<file path="src/hdl/afl_pkg.sv">
// Shared types and codes for the addressed frame link node.
// No dependencies; imported by every module of the block.
package afl_pkg;

   // input operation codes
   localparam logic [1:0] OP_RX_BYTE = 2'd0;
   localparam logic [1:0] OP_TICK    = 2'd1;
   localparam logic [1:0] OP_SEND    = 2'd2;
   localparam logic [1:0] OP_TX_BYTE = 2'd3;

   // result kinds
   localparam logic [2:0] KIND_TX_BYTE   = 3'd0;
   localparam logic [2:0] KIND_RX_BYTE   = 3'd1;
   localparam logic [2:0] KIND_DONE      = 3'd2;
   localparam logic [2:0] KIND_ACK_SEEN  = 3'd3;
   localparam logic [2:0] KIND_TIMEOUT   = 3'd4;
   localparam logic [2:0] KIND_ABORT     = 3'd5;
   localparam logic [2:0] KIND_REJECTED  = 3'd6;

   // register indexes
   localparam logic [1:0] REG_OWN_ID      = 2'd0;
   localparam logic [1:0] REG_ACK_WAIT    = 2'd1;
   localparam logic [1:0] REG_READ_WINDOW = 2'd2;
   localparam logic [1:0] REG_ACK_CODE    = 2'd3;

   // receive phases
   localparam logic [1:0] PH_IDLE    = 2'd0;
   localparam logic [1:0] PH_HEADER  = 2'd1;
   localparam logic [1:0] PH_PAYLOAD = 2'd2;

   localparam int          MAX_RESULTS = 7;
   localparam logic [15:0] READ_WINDOW_RESET = 16'd100;
   localparam logic [7:0]  BYTE_ZERO = 8'h00;
   localparam logic [15:0] COUNT_SAT = 16'hFFFF;

   // all results caused by one input item; header fields shared by the slots
   typedef struct packed {
      logic [MAX_RESULTS-1:0][2:0] kind;
      logic [MAX_RESULTS-1:0][7:0] data;
      logic [MAX_RESULTS-1:0]      show_hdr;
      logic [7:0]                  peer_id;
      logic [7:0]                  frame_type;
      logic [15:0]                 frame_length;
      logic [2:0]                  count;
   } desc_type;

endpackage

</file>
<file path="src/hdl/addressed_frame_link_with_ack_core.sv">
// Addressed frame link node with acknowledge: request channel (received
// bytes, millisecond ticks, send requests, send payload bytes), response
// channel of result items and a register write port.
// Usage:
//  - req_op selects the operation; a transfer happens when req_valid is high
//    and req_stall low. Node state updates on that edge.
//  - Each item gives zero to seven responses; rsp_last marks the final one.
//    Items that give no response leave no trace on the response channel.
//  - The first response is presented once the item's descriptor has passed
//    through the pending buffer register into the serialiser.
//  - Output rate: one response per cycle while rsp_stall is low; an item holds
//    the serialiser until its last response is taken. One further descriptor
//    is buffered, so a new request is taken while the previous one is still
//    being sent out.
//  - When the receiver raises rsp_stall, the response holds; req_stall is high
//    while the buffer is full and the serialiser cannot take it that cycle.
//  - csr_ready is always high; write registers only while no responses are
//    outstanding (0 own_id, 1 ack_wait_limit, 2 read_window, 3 ack_code).
//  - Synchronous reset clears all node state, buffers and registers
//    (read_window returns to 100).
module addressed_frame_link_with_ack_core import afl_pkg::*; #(
   parameter int MAX_PAYLOAD = 256
) (
   input  logic        clock,
   input  logic        reset,
   input  logic        req_valid,
   output logic        req_stall,
   input  logic [1:0]  req_op,
   input  logic [7:0]  req_byte_in,
   input  logic [7:0]  req_dest_id,
   input  logic [7:0]  req_send_type,
   input  logic [15:0] req_send_length,
   input  logic        req_want_ack,
   output logic        rsp_valid,
   input  logic        rsp_stall,
   output logic [2:0]  rsp_kind,
   output logic [7:0]  rsp_data_byte,
   output logic [7:0]  rsp_peer_id,
   output logic [7:0]  rsp_frame_type,
   output logic [15:0] rsp_frame_length,
   output logic        rsp_last,
   input  logic        csr_valid,
   output logic        csr_ready,
   input  logic [1:0]  csr_index,
   input  logic [15:0] csr_wdata
);

   desc_type desc;
   logic     desc_valid, desc_ready, accept;

   assign req_stall = !desc_ready;
   assign accept    = req_valid && desc_ready;
   assign csr_ready = 1'b1;

   afl_node #(
      .MAX_PAYLOAD (MAX_PAYLOAD)
   ) u_node (
      .clock       (clock),
      .reset       (reset),
      .accept      (accept),
      .op          (req_op),
      .byte_in     (req_byte_in),
      .dest_id     (req_dest_id),
      .send_type   (req_send_type),
      .send_length (req_send_length),
      .want_ack    (req_want_ack),
      .csr_we      (csr_valid),
      .csr_index   (csr_index),
      .csr_wdata   (csr_wdata),
      .desc        (desc),
      .desc_valid  (desc_valid)
   );

   afl_emit u_emit (
      .clock            (clock),
      .reset            (reset),
      .desc             (desc),
      .desc_valid       (desc_valid),
      .desc_ready       (desc_ready),
      .rsp_valid        (rsp_valid),
      .rsp_stall        (rsp_stall),
      .rsp_kind         (rsp_kind),
      .rsp_data_byte    (rsp_data_byte),
      .rsp_peer_id      (rsp_peer_id),
      .rsp_frame_type   (rsp_frame_type),
      .rsp_frame_length (rsp_frame_length),
      .rsp_last         (rsp_last)
   );

endmodule

</file>
<file path="src/hdl/afl_node.sv">
// Node state, configuration registers and per-item result builder.
// Depends on afl_pkg.
module afl_node import afl_pkg::*; #(
   parameter int MAX_PAYLOAD = 256
) (
   input  logic        clock,
   input  logic        reset,
   input  logic        accept,
   input  logic [1:0]  op,
   input  logic [7:0]  byte_in,
   input  logic [7:0]  dest_id,
   input  logic [7:0]  send_type,
   input  logic [15:0] send_length,
   input  logic        want_ack,
   input  logic        csr_we,
   input  logic [1:0]  csr_index,
   input  logic [15:0] csr_wdata,
   output desc_type    desc,
   output logic        desc_valid
);

   logic [7:0]  own_id_ff, ack_code_ff;
   logic [15:0] ack_wait_ff, read_window_ff;

   logic [1:0]       phase_ff, phase_in;
   logic [3:0][7:0]  hdr_ff, hdr_in;
   logic [15:0]      cnt_ff, cnt_in;
   logic [15:0]      wtimer_ff, wtimer_in;
   logic             awaiting_ff, awaiting_in;
   logic [15:0]      since_ff, since_in;
   logic [15:0]      txrem_ff, txrem_in;
   logic [15:0]      rxlen_ff, rxlen_in;

   logic [1:0]  phase_v;
   logic [15:0] cnt_v;
   logic [15:0] len_v;
   logic [15:0] wt_v, ss_v;
   logic        finish;
   logic [2:0]  n;
   desc_type    d;

   // config is to be written by the user only while idle; the block does not enforce it
   always_ff @(posedge clock) begin
      if (reset) begin
         own_id_ff      <= '0;
         ack_wait_ff    <= '0;
         read_window_ff <= READ_WINDOW_RESET;
         ack_code_ff    <= '0;
      end else if (csr_we) begin
         unique case (csr_index)
            REG_OWN_ID:      own_id_ff      <= csr_wdata[7:0];
            REG_ACK_WAIT:    ack_wait_ff    <= csr_wdata;
            REG_READ_WINDOW: read_window_ff <= csr_wdata;
            REG_ACK_CODE:    ack_code_ff    <= csr_wdata[7:0];
            default:         own_id_ff      <= own_id_ff;
         endcase
      end
   end

   always_comb begin
      phase_in    = phase_ff;
      hdr_in      = hdr_ff;
      cnt_in      = cnt_ff;
      wtimer_in   = wtimer_ff;
      awaiting_in = awaiting_ff;
      since_in    = since_ff;
      txrem_in    = txrem_ff;
      rxlen_in    = rxlen_ff;
      phase_v     = phase_ff;
      cnt_v       = cnt_ff;
      len_v       = rxlen_ff;
      wt_v        = wtimer_ff;
      ss_v        = since_ff;
      finish      = 1'b0;
      n           = '0;
      d           = '0;
      d.peer_id   = hdr_ff[1];
      d.frame_type = hdr_ff[2];

      case (op)
         OP_RX_BYTE: begin
            if (phase_ff == PH_IDLE) begin
               phase_v   = PH_HEADER;
               cnt_v     = '0;
               wtimer_in = '0;
            end
            if (phase_v == PH_HEADER) begin
               if (cnt_v < 16'd4) begin
                  hdr_in[cnt_v[1:0]] = byte_in;
                  cnt_in   = cnt_v + 16'd1;
                  phase_in = PH_HEADER;
               end else begin
                  len_v    = {hdr_ff[3], byte_in};
                  rxlen_in = len_v;
                  if ({1'b0, len_v} > 17'(MAX_PAYLOAD)) begin
                     phase_in = PH_IDLE;
                     cnt_in   = '0;
                     d.kind[n] = KIND_ABORT;
                     d.show_hdr[n] = 1'b1;
                     n = n + 3'd1;
                  end else if (len_v == 16'd0) begin
                     finish = 1'b1;
                  end else begin
                     phase_in  = PH_PAYLOAD;
                     cnt_in    = '0;
                     wtimer_in = '0;
                  end
               end
            end else begin
               cnt_in = cnt_ff + 16'd1;
               if (hdr_ff[0] == own_id_ff && hdr_ff[2] != ack_code_ff) begin
                  d.kind[n] = KIND_RX_BYTE;
                  d.data[n] = byte_in;
                  d.show_hdr[n] = 1'b1;
                  n = n + 3'd1;
               end
               if (cnt_in >= rxlen_ff) finish = 1'b1;
            end
            if (finish) begin
               phase_in = PH_IDLE;
               cnt_in   = '0;
               if (hdr_ff[0] == own_id_ff) begin
                  if (hdr_ff[2] == ack_code_ff) begin
                     awaiting_in = 1'b0;
                     d.kind[n] = KIND_ACK_SEEN;
                     d.show_hdr[n] = 1'b1;
                     n = n + 3'd1;
                  end else begin
                     if (hdr_ff[1] != own_id_ff) begin
                        // acknowledge frame back to the sender
                        d.kind[n] = KIND_TX_BYTE; d.data[n] = hdr_ff[1];
                        n = n + 3'd1;
                        d.kind[n] = KIND_TX_BYTE; d.data[n] = own_id_ff;
                        n = n + 3'd1;
                        d.kind[n] = KIND_TX_BYTE; d.data[n] = ack_code_ff;
                        n = n + 3'd1;
                        d.kind[n] = KIND_TX_BYTE; d.data[n] = BYTE_ZERO;
                        n = n + 3'd1;
                        d.kind[n] = KIND_TX_BYTE; d.data[n] = BYTE_ZERO;
                        n = n + 3'd1;
                     end
                     d.kind[n] = KIND_DONE;
                     d.show_hdr[n] = 1'b1;
                     n = n + 3'd1;
                  end
               end
            end
         end
         OP_TICK: begin
            if (phase_ff != PH_IDLE) begin
               if (wtimer_ff != COUNT_SAT) wt_v = wtimer_ff + 16'd1;
               wtimer_in = wt_v;
               if (wt_v >= read_window_ff) begin
                  d.kind[n] = KIND_ABORT;
                  d.show_hdr[n] = (phase_ff == PH_PAYLOAD);
                  n = n + 3'd1;
                  phase_in = PH_IDLE;
                  cnt_in   = '0;
               end
            end
            if (awaiting_ff) begin
               if (since_ff != COUNT_SAT) ss_v = since_ff + 16'd1;
               since_in = ss_v;
               if (ss_v > ack_wait_ff) begin
                  awaiting_in = 1'b0;
                  d.kind[n] = KIND_TIMEOUT;
                  n = n + 3'd1;
               end
            end
         end
         OP_SEND: begin
            if (txrem_ff != 16'd0 || {1'b0, send_length} > 17'(MAX_PAYLOAD) ||
                dest_id == own_id_ff) begin
               d.kind[n] = KIND_REJECTED;
               n = n + 3'd1;
            end else begin
               d.kind[n] = KIND_TX_BYTE; d.data[n] = dest_id;
               n = n + 3'd1;
               d.kind[n] = KIND_TX_BYTE; d.data[n] = own_id_ff;
               n = n + 3'd1;
               d.kind[n] = KIND_TX_BYTE; d.data[n] = send_type;
               n = n + 3'd1;
               d.kind[n] = KIND_TX_BYTE; d.data[n] = send_length[15:8];
               n = n + 3'd1;
               d.kind[n] = KIND_TX_BYTE; d.data[n] = send_length[7:0];
               n = n + 3'd1;
               txrem_in    = send_length;
               awaiting_in = want_ack;
               since_in    = '0;
            end
         end
         default: begin
            if (txrem_ff != 16'd0) begin
               txrem_in = txrem_ff - 16'd1;
               d.kind[n] = KIND_TX_BYTE;
               d.data[n] = byte_in;
               n = n + 3'd1;
            end
         end
      endcase

      d.frame_length = len_v;
      d.count        = n;
   end

   always_ff @(posedge clock) begin
      if (reset) begin
         phase_ff    <= PH_IDLE;
         hdr_ff      <= '0;
         cnt_ff      <= '0;
         wtimer_ff   <= '0;
         awaiting_ff <= 1'b0;
         since_ff    <= '0;
         txrem_ff    <= '0;
         rxlen_ff    <= '0;
      end else if (accept) begin
         phase_ff    <= phase_in;
         hdr_ff      <= hdr_in;
         cnt_ff      <= cnt_in;
         wtimer_ff   <= wtimer_in;
         awaiting_ff <= awaiting_in;
         since_ff    <= since_in;
         txrem_ff    <= txrem_in;
         rxlen_ff    <= rxlen_in;
      end
   end

   assign desc       = d;
   assign desc_valid = accept && (n != 3'd0);

endmodule

</file>
<file path="src/hdl/afl_emit.sv">
// Result serialiser: one pending descriptor plus the one being sent out.
// Depends on afl_pkg.
module afl_emit import afl_pkg::*; (
   input  logic        clock,
   input  logic        reset,
   input  desc_type    desc,
   input  logic        desc_valid,
   output logic        desc_ready,
   output logic        rsp_valid,
   input  logic        rsp_stall,
   output logic [2:0]  rsp_kind,
   output logic [7:0]  rsp_data_byte,
   output logic [7:0]  rsp_peer_id,
   output logic [7:0]  rsp_frame_type,
   output logic [15:0] rsp_frame_length,
   output logic        rsp_last
);

   desc_type   pend_ff, act_ff;
   logic       pend_full_ff, pend_full_in;
   logic       act_busy_ff, act_busy_in;
   logic [2:0] idx_ff, idx_in;
   logic       take, last_take, move, is_last;

   assign is_last   = (idx_ff == act_ff.count - 3'd1);
   assign take      = act_busy_ff && !rsp_stall;
   assign last_take = take && is_last;
   assign move      = pend_full_ff && (!act_busy_ff || last_take);

   always_comb begin
      pend_full_in = pend_full_ff;
      act_busy_in  = act_busy_ff;
      idx_in       = idx_ff;
      if (desc_valid) pend_full_in = 1'b1;
      else if (move)  pend_full_in = 1'b0;
      if (move) begin
         act_busy_in = 1'b1;
         idx_in      = '0;
      end else if (last_take) begin
         act_busy_in = 1'b0;
      end else if (take) begin
         idx_in = idx_ff + 3'd1;
      end
   end

   always_ff @(posedge clock) begin
      if (reset) begin
         pend_full_ff <= 1'b0;
         act_busy_ff  <= 1'b0;
         idx_ff       <= '0;
      end else begin
         pend_full_ff <= pend_full_in;
         act_busy_ff  <= act_busy_in;
         idx_ff       <= idx_in;
      end
   end

   always_ff @(posedge clock) begin
      if (desc_valid) pend_ff <= desc;
      if (move)       act_ff  <= pend_ff;
   end

   // buffer refills in the cycle its descriptor moves on
   assign desc_ready       = !pend_full_ff || move;
   assign rsp_valid        = act_busy_ff;
   assign rsp_kind         = act_ff.kind[idx_ff];
   assign rsp_data_byte    = act_ff.data[idx_ff];
   assign rsp_peer_id      = act_ff.show_hdr[idx_ff] ? act_ff.peer_id : 8'd0;
   assign rsp_frame_type   = act_ff.show_hdr[idx_ff] ? act_ff.frame_type : 8'd0;
   assign rsp_frame_length = act_ff.show_hdr[idx_ff] ? act_ff.frame_length : 16'd0;
   assign rsp_last         = is_last;

endmodule
</file>
<file path="config.mk">
export PLATFORM = sky130hd
export DESIGN_NAME = addressed_frame_link_with_ack_core
export DESIGN_NICKNAME = d
export VERILOG_FILES = /design/src/hdl/afl_pkg.sv /design/src/hdl/addressed_frame_link_with_ack_core.sv /design/src/hdl/afl_node.sv /design/src/hdl/afl_emit.sv
export SDC_FILE = /design/constraint.sdc
export NUM_CORES = 1
export LEC_CHECK = 0
export BUFFER_PORTS_ARGS = -buffer_cell sky130_fd_sc_hd__buf_2
export CAP_MARGIN = 5
export CORE_MARGIN = 4
export CORE_UTILIZATION = 40
export CTS_CLUSTER_SIZE = 24
export DETAILED_ROUTE_END_ITERATION = 12
export PLACE_DENSITY = 0.56
export RECOVER_POWER = 25
export REMOVE_ABC_BUFFERS = 1
export SETUP_SLACK_MARGIN = 0.1
export SLEW_MARGIN = 40
export SYNTH_ARGS = -nofsm -noshare
export SYNTH_HDL_FRONTEND = slang
export SYNTH_SLANG_ARGS = --single-unit
</file>
<file path="constraint.sdc">
create_clock -name clock -period 9.35 [get_ports clock]
set_input_delay 0 -clock clock [delete_from_list [all_inputs] [get_ports clock]]
set_output_delay 0 -clock clock [all_outputs]
set_load 0.005 [all_outputs]
</file>
==> flow_summary.yaml <==
logic_synthesis:
  synth_top_area_cell: "edfxtp_1"
  ys_ff_latch: 350
  synthCells: 1696
  yosysMostFrequentCell: "nand2_1"
  synth_top_area_share_pct: 32.1
  ys_top_cells_by_count: "nand2_1, edfxtp_1, dfxtp_1, nor2_1, a21oi_1"
  seq_area_frac_synth_pct: 51.8
  yosysWarnings: 0
  async_flop_share_pct: 0
  syn_area_per_cell_um2: 10.0
  syn_area_um2: 17000
  ys_types: 76
  yosys-top-cells-area: "edfxtp_1, dfxtp_1, ha_1, mux2i_1, nand2_1"
  synth-edff-count: 182
  synth-main-ff-cell: "edfxtp_1"
timing:
  setup_viol: 0
  hold_viol: 0
  finalClockSkew_ns: 0.0187
  report.final.slew_viol_count: 150
  min_period_ns: 6.76
  worstMarginPinSlew_ns: 3.64
  rsz0062_at_grt: "false"
  setup_tns_ns: 0
  fmaxAchievable_mhz: 148
  whs_ns: 0.0590
  relSlewSlack_pct: -143
  final.period_utilization_pct: 72.3
worst_setup_path:
  cp_num_buf_inv: 4
  r2r_cells: 16
  cp.arrival_ns: 7.18
  critPathLaunch: "reset"
  critical_path.most_common_cell: "clkbuf_1"
  r2r_slack_ns: 2.99
  cp_slowest_cell: "clkbuf_1"
  slowest_delay_ns: 2.68
  timing.rr.end: "u_emit.pend_ff[12]"
  cp_max_fo: 80
  cp.required_ns: 9.77
  critical_path.top_delay_family: "buffers and inverters"
  r2r_start: "u_node.cnt_ff[2]"
  crit_type: "primary input to flip-flop"
  crit_chain: "dlygate4sd3_1 -> clkbuf_1 -> clkbuf_1 -> clkbuf_1 -> nor3b_1 -> a32oi_1 -> o21ai_0"
  startpoint_type: "primary input"
  end_kind: "flip-flop"
global_route:
  grtUsageTotal_pct: 18.8
  grt_max_degree: 81
  grt_overflow: 0
  grt_pass1_wl_mm: 70.3
  grt_pass1_vias: 12558
  antenna_found_initial: 0
floorplan:
  io_pins: 113
  core_um2: 42000
  chipHeight_um: 214
  start_util_pct: 40.5
  fp.dieW_um: 214
  die-area_um2: 46000
  rows: 75
route:
  wl_met2_mm: 20.4
  drt_wl_total_mm: 44.3
  ant_nets: 0
  first_pass_iters: 5
  drc: 0
  drt_iter0_markers: 884
  wl_met3_mm: 2.05
  wl_per_cell_um: 18.5
  met1_length_mm: 20.8
  num_vias: 12933
  routed_via_density: 5.40
  highest_layer: "met4"
flow_run:
  max-cap-violations: 3
outcome:
  violations: "capacitance limit, slew limit"
  status: "finished, violations left"
placed_design:
  gp_congestion: 0.862
  io_buffers: 111
  dpl_cell_area_um2: 18000
  dp_hpwl_mm: 30.7
cts:
  cts-root-buf: "clkbuf_16"
  post_cts_resized: 0
  clockBufferDepth: 3
  cts_tree: "built"
  htree_levels: 2
  clk_latency_ns: 0.55
  cts.sinks: 350
  clk_pin_slew_worst_paths_ns: 0.06
  cts_made_buffers: 40
cells_and_area:
  diodes: 0
  layout-drive-gt1-share_pct: 12.0
  nNetsFinal: 1959
  final_cell_area_um2: 20000
  syn_to_final_growth_pct: 17.1
  final_util_pct: 47.5
pwr:
  peakVddDrop_mv: 0.118
  p_per_area_nw_per_um2: 213
  leakage_uw: 0.00745
hold_path:
  hold_path.startpoint: "req_dest_id[6]"
  worstHoldPathType: "primary input to flip-flop"
  min_to: "u_emit.pend_ff[48]"
  whs_path_depth: 4
==> sequential cells by signal (all words and copies together) (netlist names) <==
signal and flops:
u_node.read_window_ff 16, u_node.wtimer_ff 16, u_node.own_id_ff 8, u_node.ack_wait_ff 16, u_emit.rsp_valid 1, u_node.awaiting_ff 1
u_node.since_ff 16, u_emit.act_ff 91, u_node.rxlen_ff 16, u_emit.idx_ff 3, u_node.hdr_ff 16, u_node.desc 16
u_node.ack_code_ff 8, u_emit.pend_full_ff 1, u_node.cnt_ff 16, u_node.phase_ff 2, u_node.txrem_ff 16, u_emit.pend_ff 91
==> cell usage in the layout (no fill, tap or decap), drive strengths merged, types with 8 or more instances in the layout <==
master / count
or3: 14
and3: 13
nor2: 126
buf: 118
nand2: 183
a21oi: 120
nor4: 21
nand2b: 16
xor2: 21
nor2b: 40
nand3: 68
clkinv: 15
mux2: 21
nand4: 23
a22oi: 29
inv: 80
and2: 30
dlygate4sd3: 63
o22ai: 9
clkbuf: 56
ha: 68
xnor2: 52
dfxtp: 168
o21a: 12
edfxtp: 182
a21o: 10
o21ai: 73
a22o: 8
nor3b: 9
mux2i: 75
nor3: 28
==> worst min-delay path: cells and delay by family <==
kind | cells | cell delay (ns)
compound gates | 2 | 0.26
buf+inv | 1 | 0.14
simple gates | 1 | 0.06
==> cells by family after synthesis <==
kind of cell	share of synthesized area [%]
muxes	5.79
xor gates and xnor gates	3.75
AOI/OAI and AO/OA	12.3
adders and majority gates	4.99
other	0.0441
DFF	51.8
buffers and inverters	4.08
and+or+nand+nor	17.2
==> stage by stage <==
stage	worst slack [ns]	total power [uW]	cells
after floorplan	2.68	2420	1597
after global placement	2.78	2640	2259
after detailed placement	3.10	2660	2259
after CTS	3.08	4300	2396
after global routing	1.89	4460	2396
final	2.59	4250	2396
==> area by class of cell <==
class / instances / area, um2
clock buffers: 51 / 1070
clock inverters: 23 / 272
fillers: 3917 / 22100
inverters: 78 / 293
multi-input cells: 1169 / 7550
flip-flops and latches: 350 / 8830
well taps: 539 / 674
repair buffers: 186 / 1260
==> where the power goes <==
group	switching, uW	leakage [uW]	total, uW	internal [uW]
clock	625	0.000660	1610	980
combinational	467	0.00373	747	280
sequential	69.0	0.00306	1890	1820
total	1160	0.00745	4250	3080
==> repair_timing <==
item / CTS / global route
hold endpoints to repair: 126 / 0
setup buffers: 0 / 0
hold buffers: 63 / 0
==> layer usage <==
layer,track usage (%),up-vias
met5,0,-
met4,5.77,0
met3,2.66,61
met2,30.1,314
met1,26.8,6208
li1,-,6350
==> worst max-delay path by stage <==
stage                     slack [ns]                  end  cells after the start
after floorplan                 2.68    u_emit.pend_ff[0]                     18
after global placement          2.78   u_emit.pend_ff[17]                     19
after detailed placement        3.10   u_emit.pend_ff[17]                     17
after CTS                       3.08  u_emit.pend_ff[101]                     17
after global routing            1.89     u_node.cnt_ff[5]                      7
final                           2.59     u_node.cnt_ff[5]                      7
Note: power is estimated with default switching activity, not from simulation.
